## config.mk

```make
export PLATFORM = sky130hd
export DESIGN_NAME = slip_crc16_frame_receiver_top
export DESIGN_NICKNAME = d
export VERILOG_FILES = /design/src/rtl/core/slipcrc_pkg.sv /design/src/rtl/core/slipcrc_fifo.sv /design/src/rtl/core/slipcrc_regs.sv /design/src/rtl/core/slipcrc_front.sv /design/src/rtl/core/slipcrc_back.sv /design/src/rtl/core/slip_crc16_frame_receiver_top.sv
export SDC_FILE = /design/constraint.sdc
export NUM_CORES = 1
export LEC_CHECK = 0
export ABC_CLOCK_PERIOD_IN_PS = 6100
export BUFFER_PORTS_ARGS = -buffer_cell sky130_fd_sc_hd__buf_4
export CORE_MARGIN = 2
export CORE_UTILIZATION = 60
export DETAILED_ROUTE_END_ITERATION = 12
export GPL_TIMING_DRIVEN = 1
export HOLD_SLACK_MARGIN = 0.08
export PLACE_DENSITY_LB_ADDON = 0.08
export SLEW_MARGIN = 20
export SYNTH_ARGS = -nofsm -noshare
export SYNTH_HDL_FRONTEND = slang
export SYNTH_HIERARCHICAL = 1
export SYNTH_SLANG_ARGS = --single-unit
```

## constraint.sdc

```tcl
create_clock -name clk -period 6.1 [get_ports clk]
set_input_delay 0.915 -clock clk [delete_from_list [all_inputs] [get_ports clk]]
set_output_delay 0.915 -clock clk [all_outputs]
set_load 0.05 [all_outputs]
```

## src/rtl/core/slipcrc_pkg.sv

```systemverilog
package slipcrc_pkg;

    localparam logic [7:0]  SYNC_BYTE = 8'hC0;
    localparam logic [7:0]  ESC_BYTE  = 8'hDB;
    localparam logic [7:0]  ESC_SYNC  = 8'hDC;
    localparam logic [7:0]  ESC_ESC   = 8'hDD;
    localparam logic [15:0] CRC_INIT  = 16'hFFFF;
    localparam logic [15:0] CRC_POLY  = 16'hA001;

    // Unescaped positions of the flag and data length bytes, and the
    // frame overhead around the data field.
    localparam int FLAG_INDEX    = 4;
    localparam int LENGTH_INDEX  = 6;
    localparam int DATA_OVERHEAD = 9;
    localparam int CRC_BYTES     = 2;

    localparam logic [8:0] MIN_FRAME_LEN_RST = 9'd9;
    localparam logic [8:0] MAX_FRAME_LEN_RST = 9'd256;
    localparam logic [7:0] MAX_DATA_LEN_RST  = 8'd247;
    localparam logic [2:0] SKIP_CRC_BIT_RST  = 3'd0;

    localparam int OPQ_DEPTH = 4;
    localparam int RESQ_DEPTH = 4;

    typedef enum logic [2:0] {
        ST_OK            = 3'd0,
        ST_TOO_SHORT     = 3'd1,
        ST_TOO_LONG      = 3'd2,
        ST_CRC_BAD       = 3'd3,
        ST_DLEN_OVER     = 3'd4,
        ST_DLEN_MISMATCH = 3'd5
    } status_t;

    typedef enum logic {
        KIND_DATA   = 1'b0,
        KIND_STATUS = 1'b1
    } kind_t;

    typedef enum logic [1:0] {
        REG_MIN_FRAME_LEN = 2'd0,
        REG_MAX_FRAME_LEN = 2'd1,
        REG_MAX_DATA_LEN  = 2'd2,
        REG_SKIP_CRC_BIT  = 2'd3
    } reg_idx_t;

    // One unit of work for the back end. pre_esc asks for an escape byte
    // ahead of the main action; close ends the frame with a status request.
    typedef struct packed {
        logic       pre_esc;
        logic       close;
        logic [7:0] data;
    } op_t;

    typedef struct packed {
        kind_t      kind;
        logic [7:0] out_byte;
        status_t    status;
        logic [8:0] frame_length;
        logic       last;
    } result_t;

    typedef struct packed {
        logic [8:0] min_frame_len;
        logic [8:0] max_frame_len;
        logic [7:0] max_data_len;
        logic [2:0] skip_crc_bit;
    } cfg_t;

    localparam int OP_W  = $bits(op_t);
    localparam int RES_W = $bits(result_t);

    function automatic logic [15:0] crc_feed(input logic [15:0] crc, input logic [7:0] b);
        logic [15:0] c;
        c = crc ^ {8'h00, b};
        for (int k = 0; k < 8; k++)
        begin
            if (c[0])
            begin
                c = (c >> 1) ^ CRC_POLY;
            end
            else
            begin
                c = c >> 1;
            end
        end
        return c;
    endfunction

endpackage

```

## src/rtl/core/slipcrc_fifo.sv

```systemverilog
module slipcrc_fifo
    import slipcrc_pkg::*;
#(
    parameter int WIDTH = 8,
    parameter int DEPTH = 4
)
(
    input  logic             clk,
    input  logic             rst_n,
    input  logic             wr_en,
    input  logic [WIDTH-1:0] wr_data,
    output logic             full,
    input  logic             rd_en,
    output logic [WIDTH-1:0] rd_data,
    output logic             empty
);

    // DEPTH must be a power of two so the pointers wrap on their own; the block itself does not enforce it.
    localparam int PTR_W = $clog2(DEPTH);
    localparam int CNT_W = $clog2(DEPTH + 1);

    logic [WIDTH-1:0] mem_reg [DEPTH];
    logic [PTR_W-1:0] wr_ptr_reg, wr_ptr_next;
    logic [PTR_W-1:0] rd_ptr_reg, rd_ptr_next;
    logic [CNT_W-1:0] count_reg, count_next;
    logic             do_wr;
    logic             do_rd;

    assign full    = (count_reg == CNT_W'(DEPTH));
    assign empty   = (count_reg == '0);
    assign do_wr   = wr_en && !full;
    assign do_rd   = rd_en && !empty;
    assign rd_data = mem_reg[rd_ptr_reg];

    always_comb
    begin
        wr_ptr_next = do_wr ? wr_ptr_reg + 1'b1 : wr_ptr_reg;
        rd_ptr_next = do_rd ? rd_ptr_reg + 1'b1 : rd_ptr_reg;
        count_next  = count_reg;
        if (do_wr && !do_rd)
        begin
            count_next = count_reg + 1'b1;
        end
        else if (do_rd && !do_wr)
        begin
            count_next = count_reg - 1'b1;
        end
    end

    always_ff @(posedge clk or negedge rst_n)
    begin
        if (!rst_n)
        begin
            wr_ptr_reg <= '0;
            rd_ptr_reg <= '0;
            count_reg  <= '0;
        end
        else
        begin
            wr_ptr_reg <= wr_ptr_next;
            rd_ptr_reg <= rd_ptr_next;
            count_reg  <= count_next;
        end
    end

    always_ff @(posedge clk)
    begin
        if (do_wr)
        begin
            mem_reg[wr_ptr_reg] <= wr_data;
        end
    end

endmodule

```

## src/rtl/core/slipcrc_regs.sv

```systemverilog
module slipcrc_regs
    import slipcrc_pkg::*;
(
    input  logic        clk,
    input  logic        rst_n,
    input  logic        psel,
    input  logic        penable,
    input  logic        pwrite,
    input  logic [3:0]  paddr,
    input  logic [31:0] pwdata,
    output logic [31:0] prdata,
    output logic        pready,
    output cfg_t        cfg
);

    cfg_t     cfg_reg, cfg_next;
    reg_idx_t idx;
    logic     wr_en;

    assign pready = 1'b1;
    assign idx    = reg_idx_t'(paddr[3:2]);
    assign wr_en  = psel && penable && pwrite && pready;
    assign cfg    = cfg_reg;

    always_comb
    begin
        cfg_next = cfg_reg;
        prdata   = '0;
        unique case (idx)
            REG_MIN_FRAME_LEN:
            begin
                prdata = {23'd0, cfg_reg.min_frame_len};
                if (wr_en)
                begin
                    cfg_next.min_frame_len = pwdata[8:0];
                end
            end
            REG_MAX_FRAME_LEN:
            begin
                prdata = {23'd0, cfg_reg.max_frame_len};
                if (wr_en)
                begin
                    cfg_next.max_frame_len = pwdata[8:0];
                end
            end
            REG_MAX_DATA_LEN:
            begin
                prdata = {24'd0, cfg_reg.max_data_len};
                if (wr_en)
                begin
                    cfg_next.max_data_len = pwdata[7:0];
                end
            end
            REG_SKIP_CRC_BIT:
            begin
                prdata = {29'd0, cfg_reg.skip_crc_bit};
                if (wr_en)
                begin
                    cfg_next.skip_crc_bit = pwdata[2:0];
                end
            end
        endcase
    end

    always_ff @(posedge clk or negedge rst_n)
    begin
        if (!rst_n)
        begin
            cfg_reg.min_frame_len <= MIN_FRAME_LEN_RST;
            cfg_reg.max_frame_len <= MAX_FRAME_LEN_RST;
            cfg_reg.max_data_len  <= MAX_DATA_LEN_RST;
            cfg_reg.skip_crc_bit  <= SKIP_CRC_BIT_RST;
        end
        else
        begin
            cfg_reg <= cfg_next;
        end
    end

endmodule

```

## src/rtl/core/slipcrc_front.sv

```systemverilog
module slipcrc_front
    import slipcrc_pkg::*;
#(
    parameter int BUFFER_BYTES = 256
)
(
    input  logic       clk,
    input  logic       rst_n,
    input  logic [7:0] rx_byte,
    input  logic       push,
    output logic       full,
    input  logic       op_full,
    output logic       op_wr,
    output op_t        op
);

    localparam int ESC_W = $clog2(BUFFER_BYTES + 1);

    logic             in_frame_reg, in_frame_next;
    logic             esc_pend_reg, esc_pend_next;
    logic [ESC_W-1:0] esc_cnt_reg, esc_cnt_next;
    logic             accept;

    assign full   = op_full;
    assign accept = push && !op_full;

    always_comb
    begin
        in_frame_next = in_frame_reg;
        esc_pend_next = esc_pend_reg;
        esc_cnt_next  = esc_cnt_reg;
        op_wr         = 1'b0;
        op            = '{pre_esc: 1'b0, close: 1'b0, data: rx_byte};
        if (accept)
        begin
            priority if (!in_frame_reg)
            begin
                if (rx_byte == SYNC_BYTE)
                begin
                    in_frame_next = 1'b1;
                    esc_pend_next = 1'b0;
                    esc_cnt_next  = '0;
                end
            end
            else if (rx_byte == SYNC_BYTE)
            begin
                // An empty frame closes silently.
                if (esc_cnt_reg != '0)
                begin
                    op_wr = 1'b1;
                    op    = '{pre_esc: esc_pend_reg, close: 1'b1, data: 8'h00};
                end
                esc_pend_next = 1'b0;
                esc_cnt_next  = '0;
            end
            else if (esc_cnt_reg < ESC_W'(BUFFER_BYTES))
            begin
                esc_cnt_next = esc_cnt_reg + 1'b1;
                if (esc_pend_reg)
                begin
                    op_wr = 1'b1;
                    priority if (rx_byte == ESC_SYNC)
                    begin
                        esc_pend_next = 1'b0;
                        op.data       = SYNC_BYTE;
                    end
                    else if (rx_byte == ESC_ESC)
                    begin
                        esc_pend_next = 1'b0;
                        op.data       = ESC_BYTE;
                    end
                    else if (rx_byte == ESC_BYTE)
                    begin
                        // The earlier escape goes out plain; this one stays pending.
                        op.data = ESC_BYTE;
                    end
                    else
                    begin
                        esc_pend_next = 1'b0;
                        op.pre_esc    = 1'b1;
                    end
                end
                else if (rx_byte == ESC_BYTE)
                begin
                    esc_pend_next = 1'b1;
                end
                else
                begin
                    op_wr = 1'b1;
                end
            end
            else
            begin
                // Bytes past the buffer limit are dropped.
                op_wr = 1'b0;
            end
        end
    end

    always_ff @(posedge clk or negedge rst_n)
    begin
        if (!rst_n)
        begin
            in_frame_reg <= 1'b0;
            esc_pend_reg <= 1'b0;
            esc_cnt_reg  <= '0;
        end
        else
        begin
            in_frame_reg <= in_frame_next;
            esc_pend_reg <= esc_pend_next;
            esc_cnt_reg  <= esc_cnt_next;
        end
    end

endmodule

```

## src/rtl/core/slipcrc_back.sv

```systemverilog
module slipcrc_back
    import slipcrc_pkg::*;
#(
    parameter int BUFFER_BYTES = 256
)
(
    input  logic    clk,
    input  logic    rst_n,
    input  cfg_t    cfg,
    input  logic    op_empty,
    input  op_t     op,
    output logic    op_rd,
    input  logic    res_full,
    output logic    res_wr,
    output result_t res
);

    // A trailing escape is already counted by the front end, so the raw count stays within the buffer limit.
    localparam int RAW_W = $clog2(BUFFER_BYTES + 2);
    localparam int CMP_W = (RAW_W > 9) ? RAW_W : 9;

    logic [RAW_W-1:0] raw_cnt_reg, raw_cnt_next;
    logic [15:0]      crc_reg, crc_next;
    logic [7:0]       tail0_reg, tail0_next;
    logic [7:0]       tail1_reg, tail1_next;
    logic [7:0]       flag_reg, flag_next;
    logic [7:0]       dlen_reg, dlen_next;
    logic             phase_reg, phase_next;

    logic             first_step;
    logic [7:0]       raw_byte;
    logic [CMP_W-1:0] len_ext;
    logic [CMP_W-1:0] len_minus;
    status_t          frame_st;

    assign first_step = !phase_reg && op.pre_esc;
    assign raw_byte   = first_step ? ESC_BYTE : op.data;
    assign len_ext    = CMP_W'(raw_cnt_reg);
    assign len_minus  = len_ext - CMP_W'(DATA_OVERHEAD);

    always_comb
    begin
        priority if (len_ext < CMP_W'(cfg.min_frame_len))
        begin
            frame_st = ST_TOO_SHORT;
        end
        else if (len_ext > CMP_W'(cfg.max_frame_len))
        begin
            frame_st = ST_TOO_LONG;
        end
        else if (!flag_reg[cfg.skip_crc_bit]
                 && ((len_ext < CMP_W'(CRC_BYTES)) || ({tail0_reg, tail1_reg} != crc_reg)))
        begin
            frame_st = ST_CRC_BAD;
        end
        else if (dlen_reg > cfg.max_data_len)
        begin
            frame_st = ST_DLEN_OVER;
        end
        else if ((len_ext < CMP_W'(DATA_OVERHEAD)) || (CMP_W'(dlen_reg) != len_minus))
        begin
            frame_st = ST_DLEN_MISMATCH;
        end
        else
        begin
            frame_st = ST_OK;
        end
    end

    always_comb
    begin
        raw_cnt_next = raw_cnt_reg;
        crc_next     = crc_reg;
        tail0_next   = tail0_reg;
        tail1_next   = tail1_reg;
        flag_next    = flag_reg;
        dlen_next    = dlen_reg;
        phase_next   = phase_reg;
        op_rd        = 1'b0;
        res_wr       = 1'b0;
        res          = '{kind: KIND_DATA, out_byte: 8'h00, status: ST_OK,
                         frame_length: 9'd0, last: 1'b0};
        if (!op_empty && !res_full)
        begin
            res_wr   = 1'b1;
            res.last = !first_step;
            if (first_step)
            begin
                phase_next = 1'b1;
            end
            else
            begin
                phase_next = 1'b0;
                op_rd      = 1'b1;
            end

            if (!first_step && op.close)
            begin
                res.kind         = KIND_STATUS;
                res.status       = frame_st;
                res.frame_length = len_ext[8:0];
                raw_cnt_next     = '0;
                crc_next         = CRC_INIT;
                tail0_next       = 8'h00;
                tail1_next       = 8'h00;
                flag_next        = 8'h00;
                dlen_next        = 8'h00;
            end
            else
            begin
                res.out_byte = raw_byte;
                // The CRC runs two bytes behind so the trailing CRC is left out.
                if (raw_cnt_reg >= RAW_W'(CRC_BYTES))
                begin
                    crc_next = crc_feed(crc_reg, tail1_reg);
                end
                tail1_next = tail0_reg;
                tail0_next = raw_byte;
                if (raw_cnt_reg == RAW_W'(FLAG_INDEX))
                begin
                    flag_next = raw_byte;
                end
                if (raw_cnt_reg == RAW_W'(LENGTH_INDEX))
                begin
                    dlen_next = raw_byte;
                end
                raw_cnt_next = raw_cnt_reg + 1'b1;
            end
        end
    end

    always_ff @(posedge clk or negedge rst_n)
    begin
        if (!rst_n)
        begin
            raw_cnt_reg <= '0;
            crc_reg     <= CRC_INIT;
            tail0_reg   <= 8'h00;
            tail1_reg   <= 8'h00;
            flag_reg    <= 8'h00;
            dlen_reg    <= 8'h00;
            phase_reg   <= 1'b0;
        end
        else
        begin
            raw_cnt_reg <= raw_cnt_next;
            crc_reg     <= crc_next;
            tail0_reg   <= tail0_next;
            tail1_reg   <= tail1_next;
            flag_reg    <= flag_next;
            dlen_reg    <= dlen_next;
            phase_reg   <= phase_next;
        end
    end

endmodule

```

## src/rtl/core/slip_crc16_frame_receiver_top.sv

```systemverilog
// Channel   | Direction | Handshake              | Payload
// ----------+-----------+------------------------+------------------------------------------
// input     | in        | push / full            | rx_byte
// result    | out       | empty / pop            | kind, out_byte, status, frame_length, last
// config    | in        | psel, penable, pwrite  | paddr, pwdata, prdata, pready
//
// One line byte is accepted per cycle while the 4-entry work queue has room.
// The back end writes one result per cycle into a 4-entry result queue while it
// has room, so a byte that yields two results (escape followed by a plain byte,
// or a pending escape at frame close) stays in the work queue until both are written.
// A result can be popped in the cycle after the back end writes it.
// Reset clears both queues and all framing state; no clearing pass is needed.
// Either side may stall freely; the queues absorb the difference.
module slip_crc16_frame_receiver_top
    import slipcrc_pkg::*;
#(
    parameter int BUFFER_BYTES = 256
)
(
    input  logic        clk,
    input  logic        rst_n,
    input  logic [7:0]  rx_byte,
    input  logic        push,
    output logic        full,
    output logic        kind,
    output logic [7:0]  out_byte,
    output logic [2:0]  status,
    output logic [8:0]  frame_length,
    output logic        last,
    output logic        empty,
    input  logic        pop,
    input  logic        psel,
    input  logic        penable,
    input  logic        pwrite,
    input  logic [3:0]  paddr,
    input  logic [31:0] pwdata,
    output logic [31:0] prdata,
    output logic        pready
);

    cfg_t             cfg;
    op_t              op_in;
    op_t              op_out;
    logic             op_wr;
    logic             op_full;
    logic             op_rd;
    logic             op_empty;
    logic [OP_W-1:0]  op_rd_data;
    result_t          res_in;
    result_t          res_out;
    logic             res_wr;
    logic             res_full;
    logic [RES_W-1:0] res_rd_data;

    slipcrc_regs u_regs (
        .clk     (clk),
        .rst_n   (rst_n),
        .psel    (psel),
        .penable (penable),
        .pwrite  (pwrite),
        .paddr   (paddr),
        .pwdata  (pwdata),
        .prdata  (prdata),
        .pready  (pready),
        .cfg     (cfg)
    );

    slipcrc_front #(
        .BUFFER_BYTES (BUFFER_BYTES)
    ) u_front (
        .clk     (clk),
        .rst_n   (rst_n),
        .rx_byte (rx_byte),
        .push    (push),
        .full    (full),
        .op_full (op_full),
        .op_wr   (op_wr),
        .op      (op_in)
    );

    slipcrc_fifo #(
        .WIDTH (OP_W),
        .DEPTH (OPQ_DEPTH)
    ) u_op_q (
        .clk     (clk),
        .rst_n   (rst_n),
        .wr_en   (op_wr),
        .wr_data (op_in),
        .full    (op_full),
        .rd_en   (op_rd),
        .rd_data (op_rd_data),
        .empty   (op_empty)
    );

    assign op_out = op_t'(op_rd_data);

    slipcrc_back #(
        .BUFFER_BYTES (BUFFER_BYTES)
    ) u_back (
        .clk      (clk),
        .rst_n    (rst_n),
        .cfg      (cfg),
        .op_empty (op_empty),
        .op       (op_out),
        .op_rd    (op_rd),
        .res_full (res_full),
        .res_wr   (res_wr),
        .res      (res_in)
    );

    slipcrc_fifo #(
        .WIDTH (RES_W),
        .DEPTH (RESQ_DEPTH)
    ) u_res_q (
        .clk     (clk),
        .rst_n   (rst_n),
        .wr_en   (res_wr),
        .wr_data (res_in),
        .full    (res_full),
        .rd_en   (pop),
        .rd_data (res_rd_data),
        .empty   (empty)
    );

    assign res_out      = result_t'(res_rd_data);
    assign kind         = res_out.kind;
    assign out_byte     = res_out.out_byte;
    assign status       = res_out.status;
    assign frame_length = res_out.frame_length;
    assign last         = res_out.last;

endmodule
```

==> results by group <==
Run status
  – Status: finished clean

GRT
  – Gr usage total: between 20 and 25%
  – First-pass GRT wire length: ~36000 um
  – Vias in the first global route: about 7000
  – Met3 Use GR: 2.63%
  – Overflow after GRT: 0
  – Met2 Use GR: between 30 and 40%
  – Largest net degree at the start of global routing: 75
  – Gr busiest metal: met2
  – GR met1 Demand/Resource: roughly 29%
  – Antenna violations before repair: 0

Logic synthesis
  – Main synth FF type: edfxtp_1
  – Syn Inst Count: around 870
  – FF+latch count, synth: 240
  – Sequential cell area fraction in the yosys report: 57.2%
  – Syn Area/Cell: approximately 13 um2
  – Area leader, netlist: edfxtp_1
  – Unique masters post-synth: 80
  – Count leader, synth: edfxtp_1
  – Async set or reset register ratio after synthesis: 46.7%
  – EDFF count, synth: around 130
  – Commonest cells in the synthesized netlist: 128 x edfxtp_1, 86 x dfrtp_1, 54 x nor2_1
  – Ranking of synthesized cells by area: edfxtp_1 33%, dfrtp_1 18%, mux4_2 6.8%
  – Mapped Area: 11700 um2
  – Syn. warnings: 6
  – Yosys top cell area share: between 30 and 40%

Setup path
  – Req. time, crit path: approximately 6500 ps
  – Slowest cell on crit path: dfrtp_1
  – CP dominant cell by count: nand2_1
  – Critical path arrival: ~4100 ps
  – Critical path type: flop to flop
  – Crit. End Element: flop
  – Buf/Inv on CP: 1
  – R2R Setup Slk: approximately 2400 ps
  – Crit-path max FO: 29
  – CP peak stage delay: between 700 and 800 ps
  – Crit-path leading delay family: simple AND/OR/NAND/NOR gates
  – Worst-path cell chain: mux4_2 > nor2b_1 > nor2_1 > nand2_1 > inv_1 > a21oi_1 > nand2_1 > o21ai_0
  – CP Launch Type: flop

Power
  – Clock Power Share: between 20% and 30%
  – NetSw: 2.73 mW
  – Sw Ratio: 38.4%
  – Worst vdd ir: ~0.34 mV
  – Pleak: around 5.3 nW
  – Seq pwr share: 38.0%
  – Pint: 4.39 mW
  – Gate power share: approximately 41%
  – PwrDens: around 550 nW/um2

Placement
  – Hpwl dp: between 15000 and 20000 um
  – Routability congestion estimate: approximately 0.83
  – Dpl cells: ~1200
  – Input/output buffers: between 50 and 60

Route
  – Initial DRC Count: around 360
  – Antenna viol nets, final: 0
  – Final WL: approximately 22000 um
  – Vias per std cell: about 5.7
  – DR WL/cell: 18.6 um
  – Drt drc: 0
  – 1st-pass router iterations: 5
  – DR vias: 6804

Floorplanning
  – Initial core utilization: around three fifths
  – Die Height: between 100 and 150 um
  – Die width: 143 um
  – Io pins: ~110
  – Row Count: roughly 50
  – Core ar.: 19300 um2
  – Die area: 20600 um2

Clock tree
  – Hold_buf cts: 0
  – Clk_lat worst skew: 530 ps
  – CTS Buffer Depth: 3
  – Post-CTS Setup Inserts: 0
  – CTS sink count: 240
  – Cts repair resizes: 0
  – Num CTS Buffers: 25
  – # H-tree levels: 1
  – Reg clk slew, reported paths: approximately 60 ps
  – Root Driver: clkbuf_16
  – CTS tree: done

Layout
  – Multi-input combinational cell area: ~4400 um2
  – Final net count: roughly 1000
  – FF/Latch Area: around 6700 um2
  – Largest register FFs: 88
  – Share of layout cells above drive strength 1: about a quarter
  – Fill count: roughly 1400
  – ANT cells: 0
  – Final Non-Filler Cells: between 1000 and 1500
  – Layout area overhead: 10.8%

Timing
  – Setup Skew: between 15 and 20 ps
  – Peak Freq: roughly 270 MHz
  – Final Hold Fails: 0
  – Sum Neg Setup Slack: 0 ps
  – Finish-stage setup viols: 0
  – Crit share post-route: 60.9%
  – Final Critical Period: 3710 ps
  – Max-slew violation count: 0
  – Slew margin rel.: around 28%
  – Least-Margin Pin Slew: 1090 ps
  – RSZ-0062 raised after global routing: false

Run
  – Max-Cap Viols: 0

Worst hold path
  – Min-delay worst type: primary input to async pin
## per-stage QoR
| step | area [um2] | power [mW] | setup WS [ps] | util (%) | hold slack [ps] |
|---|---|---|---|---|---|
| CTS | 12900 | 7.19 | 2340 | 67.1 | 367 |
| floorplan | 11800 | 4.96 | 2940 | - | 445 |
| detailed placement | 12100 | 5.66 | 2300 | 62.8 | 479 |
| global route | 12900 | 7.54 | 1990 | 67.1 | 397 |
| global placement | 12100 | 5.55 | 2380 | 62.8 | 461 |
| finish | 12900 | 7.12 | 2390 | 67.1 | 370 |
## per-layer routing
layer | vias up | wire (um)
li1 | 3200 | -
met2 | 137 | 11500
met4 | 0 | 485
met1 | 3425 | 9550
met3 | 42 | 783
met5 | - | 0
## cell type report
cell class / instances / area share, %
flip-flops and latches: 240 / 51.7
well taps: 265 / 2.56
multi-input cells: 542 / 34.4
inverters: 46 / 1.36
repair buffers: 63 / 3.66
clock buffers: 35 / 5.44
clock inverters: 11 / 0.939
## kinds of logic after synthesis
logic type	after synthesis	synth area share [%]
other	2	0.0644
muxes	81	11.8
DFF	240	57.2
AOI/OAI and AO/OA	129	7.04
buffers and inverters	106	5.38
xor gates and xnor gates	51	3.83
adders and majority gates	45	4.95
and+or+nand+nor	212	9.74
## power groups by stage
stage          logic, mW  registers [mW]  clock network [mW]
2_1_floorplan       2.40            2.56                   0
6_report            2.91            2.71                1.50
5_1_grt             3.16            2.77                1.60
3_5_place_dp        2.92            2.74                   0
4_1_cts             2.94            2.72                1.54
3_3_place_gp        2.84            2.70                   0
## cells in the final DEF (no fill, tap or decap), drive strengths merged, types with 26 or more instances in the layout
cell type	instances
o21ai	30
ha	43
xnor2	35
mux2	36
nand2	53
edfxtp	128
dfstp	26
nor2	55
mux4	37
clkbuf	35
buf	63
inv	47
dfrtp	86
a21oi	54
## path summary, 6_finish.rpt
kind	start	end	depth (start not counted)
max in group asynchronous	rst_n	u_op_q/wr_ptr_reg[1]	2
worst max register to register	u_op_q/rd_ptr_reg[0]	u_back/dlen_reg[2]	8
worst max-delay path	u_op_q/rd_ptr_reg[0]	u_back/dlen_reg[2]	8
worst min register to register	u_res_q/count_reg[2]	u_res_q/count_reg[2]	1
min in group clk	u_res_q/count_reg[2]	u_res_q/count_reg[2]	1
worst min-delay path	rst_n	u_regs/cfg[15]	1
Power figures use the tool's default switching activity.
